File: src/rtl/cube_grid_simplex_emitter_macros.svh
// ----------------------------------------------------------------------------
// Cube grid simplex emitter assertion macros
// Shared property wrappers, clocked on clock and disabled during reset.
// ----------------------------------------------------------------------------
`ifndef CUBE_GRID_SIMPLEX_EMITTER_MACROS_SVH
`define CUBE_GRID_SIMPLEX_EMITTER_MACROS_SVH

// same-cycle implication
`define CGSE_ASSERT_IMPLY(label, cond, prop, msg) \
   label: assert property (@(posedge clock) disable iff (reset) (cond) |-> (prop)) \
      else $error(msg);

// next-cycle implication
`define CGSE_ASSERT_NEXT(label, cond, prop, msg) \
   label: assert property (@(posedge clock) disable iff (reset) (cond) |=> (prop)) \
      else $error(msg);

`endif

File: src/rtl/cgse_pkg.sv
// ----------------------------------------------------------------------------
// Cube grid simplex emitter package
// Widths, register indexes, permutation types and the permutation stepper.
// ----------------------------------------------------------------------------
package cgse_pkg;

   localparam int unsigned NUM_AXES     = 4;
   localparam int unsigned NUM_VERTICES = 5;
   localparam int unsigned COORD_W      = 8;
   localparam int unsigned INDEX_W      = 32;
   localparam int unsigned FACTOR_W     = COORD_W + 1;
   localparam int unsigned CSR_INDEX_W  = 3;

   localparam logic [CSR_INDEX_W-1:0] CSR_CUBES_AXIS_0 = 3'd0;
   localparam logic [CSR_INDEX_W-1:0] CSR_CUBES_AXIS_1 = 3'd1;
   localparam logic [CSR_INDEX_W-1:0] CSR_CUBES_AXIS_2 = 3'd2;
   localparam logic [CSR_INDEX_W-1:0] CSR_CUBES_AXIS_3 = 3'd3;

   typedef logic [NUM_AXES-1:0][1:0] axis_order_type;

   typedef struct packed {
      axis_order_type order;
      logic           more;
   } perm_step_type;

   function automatic axis_order_type perm_identity();
      axis_order_type r;
      for (int i = 0; i < NUM_AXES; i++) begin
         r[i] = 2'(i);
      end
      return r;
   endfunction

   // next permutation of the first n entries in lexicographic order
   function automatic perm_step_type perm_advance(axis_order_type a, int unsigned n);
      perm_step_type  r;
      axis_order_type b;
      logic           found;
      logic [1:0]     piv;
      logic [1:0]     sw;
      found = 1'b0;
      piv   = 2'd0;
      for (int i = 1; i < NUM_AXES; i++) begin
         if (i < n && a[i-1] < a[i]) begin
            found = 1'b1;
            piv   = 2'(i - 1);
         end
      end
      sw = piv;
      for (int j = 0; j < NUM_AXES; j++) begin
         if (j < n && j > int'(piv) && a[j] > a[piv]) begin
            sw = 2'(j);
         end
      end
      b      = a;
      b[piv] = a[sw];
      b[sw]  = a[piv];
      r.order = b;
      for (int k = 0; k < NUM_AXES; k++) begin
         if (k > int'(piv) && k < n) begin
            r.order[k] = b[2'(int'(n) + int'(piv) - k)];
         end
      end
      if (!found) begin
         r.order = a;
      end
      r.more = found;
      return r;
   endfunction

endpackage

File: src/rtl/cgse_mac.sv
// ----------------------------------------------------------------------------
// Cube grid simplex emitter multiply-add unit
// Shared a * b + c, modulo 2^32, used for strides and the corner index.
// ----------------------------------------------------------------------------
module cgse_mac
   import cgse_pkg::*;
(
   input  logic [INDEX_W-1:0]  mul_a,
   input  logic [FACTOR_W-1:0] mul_b,
   input  logic [INDEX_W-1:0]  add_c,
   output logic [INDEX_W-1:0]  result
);

   logic [INDEX_W+FACTOR_W-1:0] product;

   assign product = mul_a * mul_b;
   assign result  = product[INDEX_W-1:0] + add_c;

endmodule

File: src/rtl/cube_grid_simplex_emitter.sv
// ----------------------------------------------------------------------------
// Cube grid simplex emitter
// Emits the DIM! simplices of one grid cube, one path vertex per cycle.
//
//   channel  direction  handshake                    payload
//   req      in         req_valid / req_stall        req_coord_0..3
//   rsp      out        rsp_valid / rsp_stall        rsp_vertex_0..4, rsp_last_simplex
//   csr      in         csr_write_enable             csr_index, csr_write_data
//
// One item: an accept step, stride steps and corner steps on the
// shared multiply-add unit, then DIM! simplices, each one adder step per
// path vertex plus a load into the output register.
// A corner outside the grid is taken and emits nothing.
// Reset is synchronous; there is no clearing pass.
// A stalled output holds the simplex unit in its load cycle until taken.
// ----------------------------------------------------------------------------
`include "cube_grid_simplex_emitter_macros.svh"

module cube_grid_simplex_emitter
   import cgse_pkg::*;
#(
   parameter int unsigned DIM = 3
)
(
   input  logic                   clock,
   input  logic                   reset,
   input  logic                   req_valid,
   output logic                   req_stall,
   input  logic [COORD_W-1:0]     req_coord_0,
   input  logic [COORD_W-1:0]     req_coord_1,
   input  logic [COORD_W-1:0]     req_coord_2,
   input  logic [COORD_W-1:0]     req_coord_3,
   output logic                   rsp_valid,
   input  logic                   rsp_stall,
   output logic [INDEX_W-1:0]     rsp_vertex_0,
   output logic [INDEX_W-1:0]     rsp_vertex_1,
   output logic [INDEX_W-1:0]     rsp_vertex_2,
   output logic [INDEX_W-1:0]     rsp_vertex_3,
   output logic [INDEX_W-1:0]     rsp_vertex_4,
   output logic                   rsp_last_simplex,
   input  logic                   csr_write_enable,
   input  logic [CSR_INDEX_W-1:0] csr_index,
   input  logic [COORD_W-1:0]     csr_write_data
);

   localparam int unsigned NDIM      = (DIM > 4) ? 4 : ((DIM < 1) ? 1 : DIM);
   localparam logic [1:0]  LAST_AXIS = 2'(NDIM - 1);

   localparam logic [2:0] S_IDLE   = 3'd0;
   localparam logic [2:0] S_STRIDE = 3'd1;
   localparam logic [2:0] S_CORNER = 3'd2;
   localparam logic [2:0] S_PATH   = 3'd3;
   localparam logic [2:0] S_PUSH   = 3'd4;

   logic [2:0]         state_ff, state_in;
   logic [1:0]         idx_ff, idx_in;
   logic [1:0]         k_ff, k_in;
   logic [INDEX_W-1:0] acc_ff, acc_in;
   logic [INDEX_W-1:0] corner_ff, corner_in;
   logic [INDEX_W-1:0] run_ff, run_in;
   logic [INDEX_W-1:0] stride_ff [NUM_AXES];
   logic [INDEX_W-1:0] stride_in [NUM_AXES];
   logic [INDEX_W-1:0] vtx_ff [NUM_AXES];
   logic [INDEX_W-1:0] vtx_in [NUM_AXES];
   logic [COORD_W-1:0] coord_ff [NUM_AXES];
   logic [COORD_W-1:0] coord_in [NUM_AXES];
   logic [COORD_W-1:0] cubes_ff [NUM_AXES];
   logic [COORD_W-1:0] cubes_in [NUM_AXES];
   axis_order_type     order_ff, order_in;
   logic [INDEX_W-1:0] rsp_vtx_ff [NUM_VERTICES];
   logic [INDEX_W-1:0] rsp_vtx_in [NUM_VERTICES];
   logic               rsp_last_ff, rsp_last_in;
   logic               rsp_valid_ff, rsp_valid_in;

   perm_step_type      perm_next;
   logic               in_range;
   logic               req_take;
   logic               push_go;
   logic [FACTOR_W-1:0] mac_b;
   logic [INDEX_W-1:0] mac_c;
   logic [INDEX_W-1:0] mac_out;
   logic [INDEX_W-1:0] stride_sel;

   assign coord_in[0] = req_coord_0;
   assign coord_in[1] = req_coord_1;
   assign coord_in[2] = req_coord_2;
   assign coord_in[3] = req_coord_3;

   assign req_stall = (state_ff != S_IDLE);
   assign req_take  = req_valid && !req_stall;
   assign push_go   = (state_ff == S_PUSH) && (!rsp_valid_ff || !rsp_stall);
   assign perm_next = perm_advance(order_ff, NDIM);

   always_comb begin
      in_range = 1'b1;
      for (int i = 0; i < NUM_AXES; i++) begin
         if (i < NDIM && coord_in[i] >= cubes_ff[i]) begin
            in_range = 1'b0;
         end
      end
   end

   assign mac_b = {1'b0, cubes_ff[idx_ff]} + FACTOR_W'(1);
   assign mac_c = (state_ff == S_CORNER) ? INDEX_W'(coord_ff[idx_ff]) : '0;
   assign stride_sel = stride_ff[LAST_AXIS - order_ff[k_ff]];

   cgse_mac u_mac (
      .mul_a  (acc_ff),
      .mul_b  (mac_b),
      .add_c  (mac_c),
      .result (mac_out)
   );

   always_comb begin
      cubes_in = cubes_ff;
      if (csr_write_enable) begin
         unique case (csr_index)
            CSR_CUBES_AXIS_0: cubes_in[0] = csr_write_data;
            CSR_CUBES_AXIS_1: cubes_in[1] = csr_write_data;
            CSR_CUBES_AXIS_2: cubes_in[2] = csr_write_data;
            CSR_CUBES_AXIS_3: cubes_in[3] = csr_write_data;
            default: ;
         endcase
      end
   end

   always_comb begin
      state_in  = state_ff;
      idx_in    = idx_ff;
      k_in      = k_ff;
      acc_in    = acc_ff;
      corner_in = corner_ff;
      run_in    = run_ff;
      stride_in = stride_ff;
      vtx_in    = vtx_ff;
      order_in  = order_ff;

      unique case (state_ff)
         S_IDLE: begin
            if (req_take && in_range) begin
               stride_in[LAST_AXIS] = INDEX_W'(1);
               order_in             = perm_identity();
               k_in                 = 2'd0;
               if (NDIM > 1) begin
                  acc_in   = INDEX_W'(1);
                  idx_in   = LAST_AXIS;
                  state_in = S_STRIDE;
               end else begin
                  corner_in = INDEX_W'(coord_in[0]);
                  run_in    = INDEX_W'(coord_in[0]);
                  state_in  = S_PATH;
               end
            end
         end
         S_STRIDE: begin
            stride_in[idx_ff - 2'd1] = mac_out;
            acc_in                   = mac_out;
            if (idx_ff == 2'd1) begin
               acc_in   = INDEX_W'(coord_ff[0]);
               state_in = S_CORNER;
            end else begin
               idx_in = idx_ff - 2'd1;
            end
         end
         S_CORNER: begin
            acc_in = mac_out;
            if (idx_ff == LAST_AXIS) begin
               corner_in = mac_out;
               run_in    = mac_out;
               k_in      = 2'd0;
               state_in  = S_PATH;
            end else begin
               idx_in = idx_ff + 2'd1;
            end
         end
         S_PATH: begin
            run_in       = run_ff + stride_sel;
            vtx_in[k_ff] = run_ff + stride_sel;
            if (k_ff == LAST_AXIS) begin
               state_in = S_PUSH;
            end else begin
               k_in = k_ff + 2'd1;
            end
         end
         S_PUSH: begin
            if (push_go) begin
               if (perm_next.more) begin
                  order_in = perm_next.order;
                  run_in   = corner_ff;
                  k_in     = 2'd0;
                  state_in = S_PATH;
               end else begin
                  order_in = perm_identity();
                  state_in = S_IDLE;
               end
            end
         end
         default: state_in = S_IDLE;
      endcase
   end

   always_comb begin
      rsp_vtx_in   = rsp_vtx_ff;
      rsp_last_in  = rsp_last_ff;
      rsp_valid_in = rsp_valid_ff && rsp_stall;
      if (push_go) begin
         rsp_valid_in  = 1'b1;
         rsp_last_in   = !perm_next.more;
         rsp_vtx_in[0] = corner_ff;
         for (int v = 1; v < NUM_VERTICES; v++) begin
            rsp_vtx_in[v] = (v <= NDIM) ? vtx_ff[v-1] : '0;
         end
      end
   end

   always_ff @(posedge clock) begin
      if (reset) begin
         state_ff     <= S_IDLE;
         idx_ff       <= 2'd0;
         k_ff         <= 2'd0;
         order_ff     <= perm_identity();
         corner_ff    <= '0;
         rsp_valid_ff <= 1'b0;
         for (int i = 0; i < NUM_AXES; i++) begin
            cubes_ff[i] <= COORD_W'(1);
         end
      end else begin
         state_ff     <= state_in;
         idx_ff       <= idx_in;
         k_ff         <= k_in;
         order_ff     <= order_in;
         corner_ff    <= corner_in;
         rsp_valid_ff <= rsp_valid_in;
         cubes_ff     <= cubes_in;
      end
   end

   always_ff @(posedge clock) begin
      acc_ff      <= acc_in;
      run_ff      <= run_in;
      stride_ff   <= stride_in;
      vtx_ff      <= vtx_in;
      rsp_vtx_ff  <= rsp_vtx_in;
      rsp_last_ff <= rsp_last_in;
      if (req_take) begin
         coord_ff <= coord_in;
      end
   end

   assign rsp_valid        = rsp_valid_ff;
   assign rsp_vertex_0     = rsp_vtx_ff[0];
   assign rsp_vertex_1     = rsp_vtx_ff[1];
   assign rsp_vertex_2     = rsp_vtx_ff[2];
   assign rsp_vertex_3     = rsp_vtx_ff[3];
   assign rsp_vertex_4     = rsp_vtx_ff[4];
   assign rsp_last_simplex = rsp_last_ff;

   `CGSE_ASSERT_NEXT(a_start_on_inside_corner, req_take && in_range,
      state_ff != S_IDLE, "inside corner did not start emission")
   `CGSE_ASSERT_NEXT(a_last_returns_idle, push_go && !perm_next.more,
      state_ff == S_IDLE && rsp_last_simplex && order_ff == perm_identity(),
      "final simplex did not return to idle")
   `CGSE_ASSERT_IMPLY(a_path_rises, rsp_valid_ff, rsp_vtx_ff[1] > rsp_vtx_ff[0],
      "first path step does not rise above corner")

endmodule
File: config.mk
export PLATFORM = sky130hd
export DESIGN_NAME = cube_grid_simplex_emitter
export DESIGN_NICKNAME = d
export VERILOG_FILES = /design/src/rtl/cgse_pkg.sv /design/src/rtl/cgse_mac.sv /design/src/rtl/cube_grid_simplex_emitter.sv
export VERILOG_INCLUDE_DIRS = /design/src /design/src/rtl
export SDC_FILE = /design/constraint.sdc
export NUM_CORES = 1
export LEC_CHECK = 0
export BUFFER_PORTS_ARGS = -buffer_cell sky130_fd_sc_hd__buf_2
export CORE_MARGIN = 4
export CORE_UTILIZATION = 28
export DETAILED_ROUTE_END_ITERATION = 10
export GPL_ROUTABILITY_DRIVEN = 1
export SLEW_MARGIN = 20
export SYNTH_ARGS = -nofsm -noshare
export SYNTH_HDL_FRONTEND = slang
export SYNTH_SLANG_ARGS = --single-unit
export TNS_END_PERCENT = 5
File: constraint.sdc
create_clock -name clock -period 11.3 [get_ports clock]
set_input_delay 1.695 -clock clock [delete_from_list [all_inputs] [get_ports clock]]
set_output_delay 1.695 -clock clock [all_outputs]
set_load 0.03 [all_outputs]
After elaboration in Yosys (flattened, before gate mapping)
Cells that the tools add are included.

word-level totals
  bits in registers = 561
  bits of input ports = 48

operators by class
  add/sub/neg operators = 10
  $mul = 1
  $lt $le $gt $ge = 22
  equality and inequality tests = 19
  mux-type cells = 74
  bitwise operators = 4
  reductions and logical operators = 35

operator list
  cell                number
  $mux 32             9
  $bwmux 128          2
  $pmux 32 s3         2
  $demux 32 s2        2
  $bmux 32 s2         1
  $mux 8              8
  $pmux 32 s2         1
  $mux 2              21
  $add 32x32->32      1
  $add 32x8->32       1
  $bmux 8 s2          2
  $mul 32x9->32       1
  $ge 8x8->1          3
  $bmux 2 s2          5
  $bwmux 8            2
  $ne 2x2->1 const B  8
  $pmux 8 s2          1
  $mux 3              5
  $pmux 3 s5          1
  $reduce_and 2->1    7
  $eq 3x2->1 const B  4
  $ge 3x3->1 const B  4
  $not 2->3           4
  $logic_and 1x1->1   10
  other kinds (35)    60

Longest topological paths before layout
Gate-level depths: netlist (run 1).

  word-level depth = 20
  depth in mapped cells = 32
  depth with buffers taken out = 29

By module
From an unflattened synthesis (run 1), not the netlist that was laid out.

second synthesis, totals
  cells, all modules = 2,527
  area total of the unflattened synthesis = 30,601.8 um2

by module, submodules not included
  module                     times used  cells each  area an instance (um2)  sequential area each (um2)
  cube_grid_simplex_emitter  1           1,581       22,363.9                15,084.5
  cgse_mac                   1           946         8,237.9                 0.0

Worst setup path before layout (run 1)
Ideal clock, no wire load.

  path kind = in2reg
  from = input port rsp_stall
  to = register rsp_last_ff (netlist: rsp_last_simplex), enable pin
  library setup time = 0.659 ns
  data arrival time = 7.925 ns
  setup slack = 2.715 ns
  stages = 1
  path buffers = 0
  path through = a21oi_1

on the way
  cells in the longest elaborated chain, start to end = 3

RTL lines
  what                  line                              source
  start, declared       cube_grid_simplex_emitter.sv:34   input logic rsp_stall,
  $logic_not 1->1       cube_grid_simplex_emitter.sv:91   assign push_go = (state_ff == S_PUSH) && (!rsp_valid_ff || !rsp_stall);
  $logic_or 1x1->1      cube_grid_simplex_emitter.sv:91
  $logic_and 1x1->1     cube_grid_simplex_emitter.sv:91
  end signal, assigned  cube_grid_simplex_emitter.sv:244  rsp_last_ff <= rsp_last_in;
  end, declared         cube_grid_simplex_emitter.sv:72   logic rsp_last_ff, rsp_last_in;

Every way passes these cells.
A chain may end at the register's enable or synchronous reset.

Worst setup path in the final report (run 1)
  from = register idx_ff[0]
  to = register run_ff[26], data pin

on the way
  cells in the longest elaborated chain, start to end = 9
  elaborated cells between the ends (all ways) = 13
  those cells by class = 2 x add/sub; 1 x mul; 9 x mux; 1 x bitwise

RTL lines
  what                                        line                                                                source
  start, declared                             cube_grid_simplex_emitter.sv:56                                     logic [1:0] idx_ff, idx_in;
  start signal, assigned                      cube_grid_simplex_emitter.sv:229                                    idx_ff <= idx_in;
  $not 2->3 (implied by the code) (*)         cube_grid_simplex_emitter.sv:103, cube_grid_simplex_emitter.sv:104
  $bmux 8 s2                                  cube_grid_simplex_emitter.sv:103                                    assign mac_b = {1'b0, cubes_ff[idx_ff]} + FACTOR_W'(1);
  $mux 8 (implied by the code) (2 in series)  cube_grid_simplex_emitter.sv:103
  $add 8x1->9                                 cube_grid_simplex_emitter.sv:103
  $mul 32x9->32                               cgse_mac.sv:16                                                      assign product = mul_a * mul_b;
  $add 32x8->32 (*)                           cgse_mac.sv:17                                                      assign result = product[INDEX_W-1:0] + add_c;
  named net mac_out[26]                       cube_grid_simplex_emitter.sv:81                                     logic [INDEX_W-1:0] mac_out;
  $mux 32 (*)                                 cube_grid_simplex_emitter.sv:167                                    if (idx_ff == LAST_AXIS) begin
  $pmux 32 s3 (*)                             cube_grid_simplex_emitter.sv:138                                    unique case (state_ff)
  named net run_in[26]                        cube_grid_simplex_emitter.sv:60                                     logic [INDEX_W-1:0] run_ff, run_in;
  end signal, assigned                        cube_grid_simplex_emitter.sv:240                                    run_ff <= run_in;
  end, declared                               cube_grid_simplex_emitter.sv:60

Mark *: on every way through the listed nets, which the timed path passes. The rest lies on a longest branch. The select of a mux whose other input is x is not followed.

==> results of run 1 <==
[layout make-up]
cell class / instances / area (um2)
inverter: 187 / 701.9
sequential: 529 / 15090
tap: 1391 / 1740
multi-input combinational: 1625 / 13840
fill: 10443 / 71480
clock inverter: 35 / 396.6
clock buffer: 64 / 1434
timing repair buffer: 217 / 1184
[how the worst min path moves through the flow]
stage / from / end / slack, ns
finish: vtx_ff[67] / rsp_vertex_2[3] / 0.42
global route: vtx_ff[66] / rsp_vertex_2[2] / 0.42
CTS: vtx_ff[73] / rsp_vertex_2[9] / 0.42
detailed placement: vtx_ff[116] / rsp_vertex_1[20] / 0.40
global placement: vtx_ff[104] / rsp_vertex_1[8] / 0.40
floorplan: vtx_ff[96] / rsp_vertex_1[0] / 0.40
[cells in the final DEF, fill, tap and decap left out, types with 55 or more instances in the layout]
cell type                   netlist  final
sky130_fd_sc_hd__nor2b_1        112    112
sky130_fd_sc_hd__fa_1           184    184
sky130_fd_sc_hd__inv_1          183    183
sky130_fd_sc_hd__nor2_1         125    119
sky130_fd_sc_hd__dfxtp_1         80     79
sky130_fd_sc_hd__ha_1           142    141
sky130_fd_sc_hd__edfxtp_1       449    449
sky130_fd_sc_hd__clkbuf_16        0     55
sky130_fd_sc_hd__a21oi_1        155    153
sky130_fd_sc_hd__buf_2            4    178
sky130_fd_sc_hd__nand2_1        278    277
[routing by layer]
layer | GRT usage [%] | vias up | wire (um)
met5 | 0 | - | 13
met4 | 3.485 | 2 | 1956
met3 | 3.151 | 120 | 6704
met2 | 21.30 | 800 | 35510
met1 | 19.41 | 9874 | 34710
li1 | - | 8839 | -
[metrics by stage]
| step | util [%] | cell area, um2 | worst slack (ns) |
|---|---|---|---|
| finish | 32.48 | 34390 | 2.837 |
| global route | 32.48 | 34390 | 2.134 |
| detailed placement | 30.74 | 32550 | 2.807 |
| floorplan | - | 30140 | 2.715 |
| CTS | 32.47 | 34380 | 2.794 |
| global placement | 30.74 | 32540 | 2.957 |
[cell usage after synthesis (4+ instances only)]
master,instances,area [um2]
sky130_fd_sc_hd__a22o_1,12,105.1
sky130_fd_sc_hd__fa_1,184,3684
sky130_fd_sc_hd__o21ai_0,51,255.2
sky130_fd_sc_hd__o211ai_1,5,37.54
sky130_fd_sc_hd__xnor2_1,44,385.4
sky130_fd_sc_hd__buf_1,10,37.54
sky130_fd_sc_hd__o21ai_1,5,25.02
sky130_fd_sc_hd__o21a_1,14,105.1
sky130_fd_sc_hd__o21bai_1,8,60.06
sky130_fd_sc_hd__a211o_1,5,43.79
sky130_fd_sc_hd__nand2b_1,29,181.4
sky130_fd_sc_hd__ha_1,142,1777
sky130_fd_sc_hd__mux4_2,48,1081
sky130_fd_sc_hd__edfxtp_1,449,13480
sky130_fd_sc_hd__buf_2,4,20.02
sky130_fd_sc_hd__nand2_1,278,1044
sky130_fd_sc_hd__nor4_1,4,25.02
sky130_fd_sc_hd__nand3_1,16,80.08
sky130_fd_sc_hd__mux2i_1,48,480.5
sky130_fd_sc_hd__dfxtp_1,80,1602
sky130_fd_sc_hd__nor3_1,22,110.1
sky130_fd_sc_hd__xor2_1,18,157.7
sky130_fd_sc_hd__and2_1,50,312.8
sky130_fd_sc_hd__buf_4,32,240.2
sky130_fd_sc_hd__a211oi_1,16,120.1
sky130_fd_sc_hd__and3_1,20,125.1
sky130_fd_sc_hd__a22oi_1,14,105.1
sky130_fd_sc_hd__inv_1,183,686.9
sky130_fd_sc_hd__a31oi_1,7,43.79
sky130_fd_sc_hd__a21o_1,35,262.8
sky130_fd_sc_hd__o31ai_1,4,30.03
sky130_fd_sc_hd__a21oi_1,155,775.7
sky130_fd_sc_hd__nor2_1,125,469.2
sky130_fd_sc_hd__or3_1,10,62.56
sky130_fd_sc_hd__clkbuf_1,74,277.8
sky130_fd_sc_hd__and2b_1,16,120.1
sky130_fd_sc_hd__o22ai_1,31,193.9
sky130_fd_sc_hd__nor2b_1,112,700.7
[critical path, cell delays in order (launching register included)]
cell and delay [ns]:
sky130_fd_sc_hd__dfxtp_1 0.69, sky130_fd_sc_hd__mux2i_1 0.24, sky130_fd_sc_hd__mux2_2 0.63, sky130_fd_sc_hd__inv_2 0.07, sky130_fd_sc_hd__ha_1 1.03, sky130_fd_sc_hd__nand2_1 0.18, sky130_fd_sc_hd__fa_1 0.54, sky130_fd_sc_hd__inv_1 0.05
sky130_fd_sc_hd__fa_1 0.50, sky130_fd_sc_hd__inv_1 0.05, sky130_fd_sc_hd__fa_1 0.52, sky130_fd_sc_hd__inv_1 0.05, sky130_fd_sc_hd__fa_1 0.47, sky130_fd_sc_hd__inv_1 0.05, sky130_fd_sc_hd__fa_1 0.47, sky130_fd_sc_hd__inv_1 0.04
sky130_fd_sc_hd__ha_1 0.29, sky130_fd_sc_hd__o21a_1 0.15, sky130_fd_sc_hd__o21ai_1 0.10, sky130_fd_sc_hd__a21o_1 0.21, sky130_fd_sc_hd__or3_1 0.38, sky130_fd_sc_hd__a211oi_1 0.48, sky130_fd_sc_hd__or2_1 0.23, sky130_fd_sc_hd__a21oi_1 0.09
sky130_fd_sc_hd__xnor2_1 0.50, sky130_fd_sc_hd__o21bai_1 0.12, sky130_fd_sc_hd__a21oi_1 0.16
[cells by family (layout without fill, tap and decap cells)]
group / after synthesis / after routing
simple gates: 701 / 701
flops: 529 / 529
compound gates: 398 / 398
fa+ha+maj: 326 / 326
buf+inv: 309 / 503
mux: 98 / 98
xor+xnor: 70 / 70
other cells: 1 / 32
[power by group]
group,internal [mW],leakage (nW),switching [mW]
clock network,1.09,0.901,0.762
registers,2.35,4.74,0.0754
logic,0.527,7.49,1.02
total,3.97,13.1,1.86
==> metrics.md, run 1 <==
| Metric | Value |
|---|---|
| WP data arrival | between 8 and 9 ns |
| Cell count after placement | between 3000 and 4000 |
| Post-CTS Hold Fix Bufs | 0 |
| Post-layout min period | 8.463 ns |
| Number of flip-flops under the largest register name | 128 |
| Mux share of post-synthesis cell area | under 10% |
| Buffer depth of the longest clock path | 3 |
| Post-route worst hold slack | between 0.4 and 0.5 ns |
| # DRC | 0 |
| Initial core utilization | about 28% |
| CP Launch Point | idx_ff[0] |
| Setup violation total in the final timing report | 0 |
| Adder-Cell Fraction of Synth Area | a little under a fifth |
| Overall power consumption | ~6 mW |
| Die height | approximately 340 um |
| Register clock-pin slew on the reported worst setup and hold paths | 0.06 ns |
| TritonCTS clock tree | built |
| Source of the worst register-to-register timing path | idx_ff[0] |
| Vias per cell | ~4.9 |
| Die outline area | between 100000 and 150000 um2 |
| Ys async rst share | 0% |
| Slew Limit Headroom | around a quarter |
| Number of instances resized during post-cts repair | 0 |
| Number of nets with antenna violations after routing | 0 |
| Cell count of the worst reg-to-reg path | 26 |
| Final GP Congestion | between 0.8 and 0.9 |
| Power Density | between 150 and 200 nW/um2 |
| Capture point of the worst path | run_ff[26] |
| Clock sinks | between 500 and 600 |
| Aggregate negative setup slack | 0 ns |
| Crit end category | flop |
| Detailed-router iteration count before antenna repair | 5 |
| Maximum level of the CTS H-tree | 2 |
| Non-filler instance count after layout | between 4000 and 5000 |
| Static leakage | approximately 13 nW |
| Unrepaired setup endpoints after global routing | false |
| Worst endpoint required time | 11.76 ns |
| Total count of hold-check failures in the final report | 0 |
| Reg-to-Reg End | run_ff[26] |
| Registers with the highest flip-flop counts | stride_ff x128, vtx_ff x96 |
| Share of synthesized area occupied by flip-flops and latches | between 50% and 60% |
| Cell count after synthesis | 2432 |
| Minimum setup slack among reg-to-reg paths | 2.84 ns |
| Cell Rows | ~120 |
| Flops & latches, synth | around 530 |
| CORE AREA | about 110000 um2 |
| Iteration-0 DRC Markers | between 1500 and 2000 |
| Share of post-route cells with drive strength above 1 | around 15% |
| Number of warnings printed during yosys synthesis | 0 |
| Number of global-route vias before repair | between 15000 and 20000 |
| Slew Viols, Final | 0 |
| Pin count of the biggest net entering global routing | 80 |
| Setup fix buffers added after clock tree synthesis | 0 |
| Element type at the critical path start | flop |
| Number of buffers added on ports | ~180 |
| Overall routing resource usage | 13.72% |
| Simple-gate share of the synthesized area | 11.28% |
| Number of maximum-capacitance violations | 0 |
| Clock buffer count from CTS | 53 |
| Area growth from synthesis to final layout | 14.55% |
| Parity-gate share of the synthesized area counting xor and xnor cells | approximately 2.3% |
| Post-synth cell types | 83 |
| Width of the die | ~340 um |
| Slew at the pin with the worst max-slew slack | 1.109 ns |
| Register ranked first by flip-flop count | stride_ff |
| Period utilisation layout | 74.89% |
| Worst Skew | between 0.015 and 0.02 ns |
| Worst Hold Depth | 0 |
| Root Driver | sky130_fd_sc_hd__clkbuf_16 |
| Number of enable-type register cells in the synthesized netlist | ~450 |
| Highest clock rate | approximately 0.12 GHz |
| Number of nets in the layout | between 2000 and 3000 |
| Placed wire-length estimate after detailed placement | between 50000 and 60000 um |
| Detailed Route WL | 78890 um |
| Hold/Removal Path Class | reg2reg |
| Global-route wire length before repair | between 100000 and 150000 um |
| Peak fanout along the critical path | 33 |
| Type of the setup path with the least slack | reg2reg |
| Routed wire per std cell | 19.49 um |
| Run status | finished, final reports clean |
| Total standard cell area after synthesis | about 30000 um2 |
| Mean instance size in the synthesized netlist | roughly 12 um2 |
| Vias post-DR | between 15000 and 20000 |
| Leftover overflow at the end of global routing | 0 |
| Diodes inserted | 0 |
| Number of top-level pins | 211 |
| Antenna violations before repair | 4 |
| Clock insertion delay at the later pin of the skew report | approximately 0.61 ns |
| Synth Flop Type | sky130_fd_sc_hd__edfxtp_1 |
| Area fraction in compound gates after synthesis | 8.324% |
| Maximum resistive drop on vdd | 0.1066 mV |
| Main combinational cell family by area after synthesis | adder cells |
Note: power is estimated with default switching activity, not from simulation.
==> run 2: changes to the inputs <==
--- a/config.mk
+++ b/config.mk
@@ -6,6 +6,7 @@
 export SDC_FILE = /design/constraint.sdc
 export NUM_CORES = 1
 export LEC_CHECK = 0
+export ABC_AREA = 1
 export BUFFER_PORTS_ARGS = -buffer_cell sky130_fd_sc_hd__buf_2
 export CORE_MARGIN = 4
 export CORE_UTILIZATION = 28
==> constraint.sdc (replaced) <==
create_clock -name clock -period 8.2 [get_ports clock]
set_input_delay 1.23 -clock clock [delete_from_list [all_inputs] [get_ports clock]]
set_output_delay 1.23 -clock clock [all_outputs]
set_load 0.03 [all_outputs]
==> metrics.md, run 2 <==
| Metric | Value |
|---|---|
| Global-route wire length before repair | 128600 um (+7.7%) |
| Synth Flop Type | sky130_fd_sc_hd__edfxtp_1 |
| Area contributors post-synth | sky130_fd_sc_hd__edfxtp_1 (45%), sky130_fd_sc_hd__fa_1 (12%), sky130_fd_sc_hd__nand2_1 (5.9%) |
| # DRC | 0 (unchanged) |
| Minimum setup slack among reg-to-reg paths | 0.72 ns (-2.12 ns) |
| Registers with the highest flip-flop counts | stride_ff x128, vtx_ff x96 |
| Period utilisation layout | 91.24% (+16 points) |
| Worst endpoint required time | 8.68 ns (-3.08 ns) |
| Number of global-route vias before repair | 21254 (+9.3%) |
| Number of buffers added on ports | 178 (unchanged) |
| Run status | finished, final reports clean |
| Number of warnings printed during yosys synthesis | 0 (unchanged) |
| Reg-to-Reg End | run_ff[21] |
| Setup fix buffers added after clock tree synthesis | 0 (unchanged) |
| Register clock-pin slew on the reported worst setup and hold paths | 0.06 ns (about the same) |
| Setup violation total in the final timing report | 0 (unchanged) |
| Origin of the worst min-delay path | vtx_ff[106] |
| Met1 Use GR | 20.39% (+0.98 points) |
| Mean instance size in the synthesized netlist | 10.18 um2 (-18%) |
| Width of the die | 336.9 um (+0.44%) |
| WP data arrival | 7.97 ns (-0.95 ns) |
| Vias post-DR | 21511 (+9.6%) |
| TritonCTS clock tree | built |
| Master of the slowest instance on the critical path | sky130_fd_sc_hd__xor2_1 |
| Final standard cell area without fillers | 34590 um2 (+0.59%) |
| Register ranked first by flip-flop count | stride_ff |
| Maximum level of the CTS H-tree | 2 (unchanged) |
| Number of fill cells | 10966 (+5.0%) |
| Cell count of the worst reg-to-reg path | 28 (+7.7%) |
| Number of flip-flops under the largest register name | 128 (unchanged) |
| Most numerous cell in the Yosys netlist | sky130_fd_sc_hd__nand2_1 |
| Crit end category | flop |
| Commonest cells after routing, fill and taps aside | sky130_fd_sc_hd__nand2_1 (477), sky130_fd_sc_hd__inv_1 (451), sky130_fd_sc_hd__edfxtp_1 (449), sky130_fd_sc_hd__nor2_1 (322), sky130_fd_sc_hd__a21oi_1 (185) |
| CORE AREA | 107200 um2 (+1.3%) |
| Total count of hold-check failures in the final report | 0 (unchanged) |
| Post-layout min period | 7.481 ns (-0.9812 ns) |
| Cell Rows | 120 (+0.84%) |
| Die outline area | 113500 um2 (+0.88%) |
| Detailed-router iteration count before antenna repair | 6 (+1) |
| Ys async rst share | 0% (unchanged) |
| Post-CTS Hold Fix Bufs | 0 (unchanged) |
| Number of top-level pins | 211 (unchanged) |
| Placed wire-length estimate after detailed placement | 62910 um (+13%) |
| Flops & latches, synth | 529 (unchanged) |
| Library cell with the largest summed area after synthesis | sky130_fd_sc_hd__edfxtp_1 |
| Leftover overflow at the end of global routing | 0 (unchanged) |
| Clock insertion delay at the later pin of the skew report | 0.64 ns (+0.03 ns) |
| Cell count after synthesis | 2975 (+22%) |
| Source of the worst register-to-register timing path | idx_ff[0] |
| Total standard cell area after synthesis | 30290 um2 (+0.90%) |
| Capture point of the worst path | run_ff[21] |
| Number of instances resized during post-cts repair | 0 (unchanged) |
| Clock sinks | 529 (unchanged) |
| Number of enable-type register cells in the synthesized netlist | 449 (unchanged) |
| Antenna violations before repair | 0 (-4) |
| Busiest metal layer after global routing | met2 |
| CP Launch Point | idx_ff[0] |
| Pin count of the biggest net entering global routing | 73 (-8.8%) |
| Unrepaired setup endpoints after global routing | false |
| Number of maximum-capacitance violations | 0 (unchanged) |
| Clock buffer count from CTS | 52 (-1.9%) |
| Fraction of post-synthesis cell area in the top cell type by area | 44.52% (-0.40 points) |
| Type of the setup path with the least slack | reg2reg |
| Root Driver | sky130_fd_sc_hd__clkbuf_16 |
| Most used cell along the critical path | sky130_fd_sc_hd__nand2_1 |
| Detailed Route WL | 83840 um (+6.3%) |
| Peak fanout along the critical path | 27 (-18%) |
| Worst Hold Depth | 0 (unchanged) |
| Slew at the pin with the worst max-slew slack | 1.003 ns (-0.1057 ns) |
| Buffer depth of the longest clock path | 3 (unchanged) |
| Final Core Density | 32.26% (-0.22 points) |
| Most common cell after layout, fill and taps aside | sky130_fd_sc_hd__nand2_1 |
| Initial core utilization | 28.25% (-0.10 points) |
| M3 GR Usage | 2.885% (-0.27 points) |
| Area growth from synthesis to final layout | 14.20% |
| Aggregate negative setup slack | 0 ns (unchanged) |
| Iteration-0 DRC Markers | 1732 (+14%) |
| Most instantiated cells after synthesis | sky130_fd_sc_hd__nand2_1 (478), sky130_fd_sc_hd__inv_1 (451), sky130_fd_sc_hd__edfxtp_1 (449) |
| Element type at the critical path start | flop |
| Hold/Removal Path Class | reg2reg |
| Post-synth cell types | 51 (-39%) |
| Worst Skew | 0.05425 ns (+0.03824 ns) |
| Die height | 336.9 um (+0.44%) |
| Slew Limit Headroom | 33.03% (+7.0 points) |
| Overall routing resource usage | 14.59% (+0.87 points) |
| Share of post-route cells with drive strength above 1 | 11.32% (-3.5 points) |
| Routed wire per std cell | 18.22 um (-6.5%) |
| Final GP Congestion | 0.9160 (+10%) |
| Vias per cell | 4.674 (-3.6%) |
| Met2 capacity usage during global routing | 23.45% (+2.1 points) |
| Number of nets with antenna violations after routing | 0 (unchanged) |
| Slew Viols, Final | 0 (unchanged) |
| Cell Area, Placed | 32790 um2 (+0.75%) |
| Share of synthesized area occupied by flip-flops and latches | 49.80% (-0.45 points) |
| Highest clock rate | 0.1337 GHz (+13%) |
| Number of nets in the layout | 3532 (+18%) |
| Delay of the slowest cell on the worst path | 0.61 ns (-0.42 ns) |
[run 2: cell types whose count changed in the layout (fill, tap and decap cells not counted), sizes merged, moves of 31 or more]
cell	change
nand3	+72
xnor2	-34
inv	+271
nor2	+215
and2	-50
nand2	+221
a21oi	+31
mux2i	-47
nor2b	-114
mux4	-48
o21ai	+133
o221ai	+41
[run 2: cells by family after synthesis]
kind of cell | after synthesis | share of synthesized area (%)
xor+xnor | 44 | 1.272
other cells | 1 | 0.01238
fa+ha+maj | 326 | 18.03
buf+inv | 581 | 7.853
compound gates | 506 | 9.572
flops | 529 | 49.80
simple gates | 987 | 13.43
mux | 1 | 0.03305
[run 2: through the flow]
step                      instances  setup WS (ns)  hold WS, ns
after CTS                      4601         0.7384       0.4173
after global placement         4507         0.7930       0.4008
after floorplan                3006        0.01879       0.4003
after global routing           4601        0.04030       0.4218
final                          4602         0.7186       0.4169
after detailed placement       4507         0.7263       0.4045
[run 2: worst min path at each step]
stage / to / slack [ns]
after CTS: rsp_vertex_1[7] / 0.42
after global placement: rsp_vertex_2[23] / 0.40
final: rsp_vertex_1[10] / 0.42
after floorplan: rsp_vertex_1[0] / 0.40
after global routing: rsp_vertex_1[23] / 0.42
after detailed placement: rsp_vertex_1[20] / 0.40
[run 2: cell type report]
| type | count | area [um2] | share of cell area [%] |
|---|---|---|---|
| clock buffer | 65 | 1401 | 4.051 |
| antenna | 1 | 2.502 | 0.007235 |
| inverter | 461 | 1738 | 5.025 |
| timing repair buffer | 218 | 1191 | 3.444 |
| tap | 1403 | 1755 | 5.075 |
| multi-input combinational | 1896 | 13020 | 37.65 |
| clock inverter | 29 | 394.1 | 1.139 |
| sequential | 529 | 15080 | 43.61 |
[run 2: routing by layer]
layer	share of wire, %	routed length [um]	vias up
li1	-	-	10220
met5	0	0	-
met2	46	38320	713
met1	45	37700	10474
met3	7.2	6056	104
met4	2.1	1761	0
[run 2: worst max-delay path: cells and delay by family (launching register included)]
kind            cells  cell delay (ns)
fa+ha+maj           7             2.72
simple gates       14             2.52
xor+xnor            1             0.61
buf+inv             3             0.54
flops               1             0.51
compound gates      3             0.45
Power of run 2 is not shown: default switching activity piles up to over one toggle a cycle in this logic, so the estimate is an artifact.
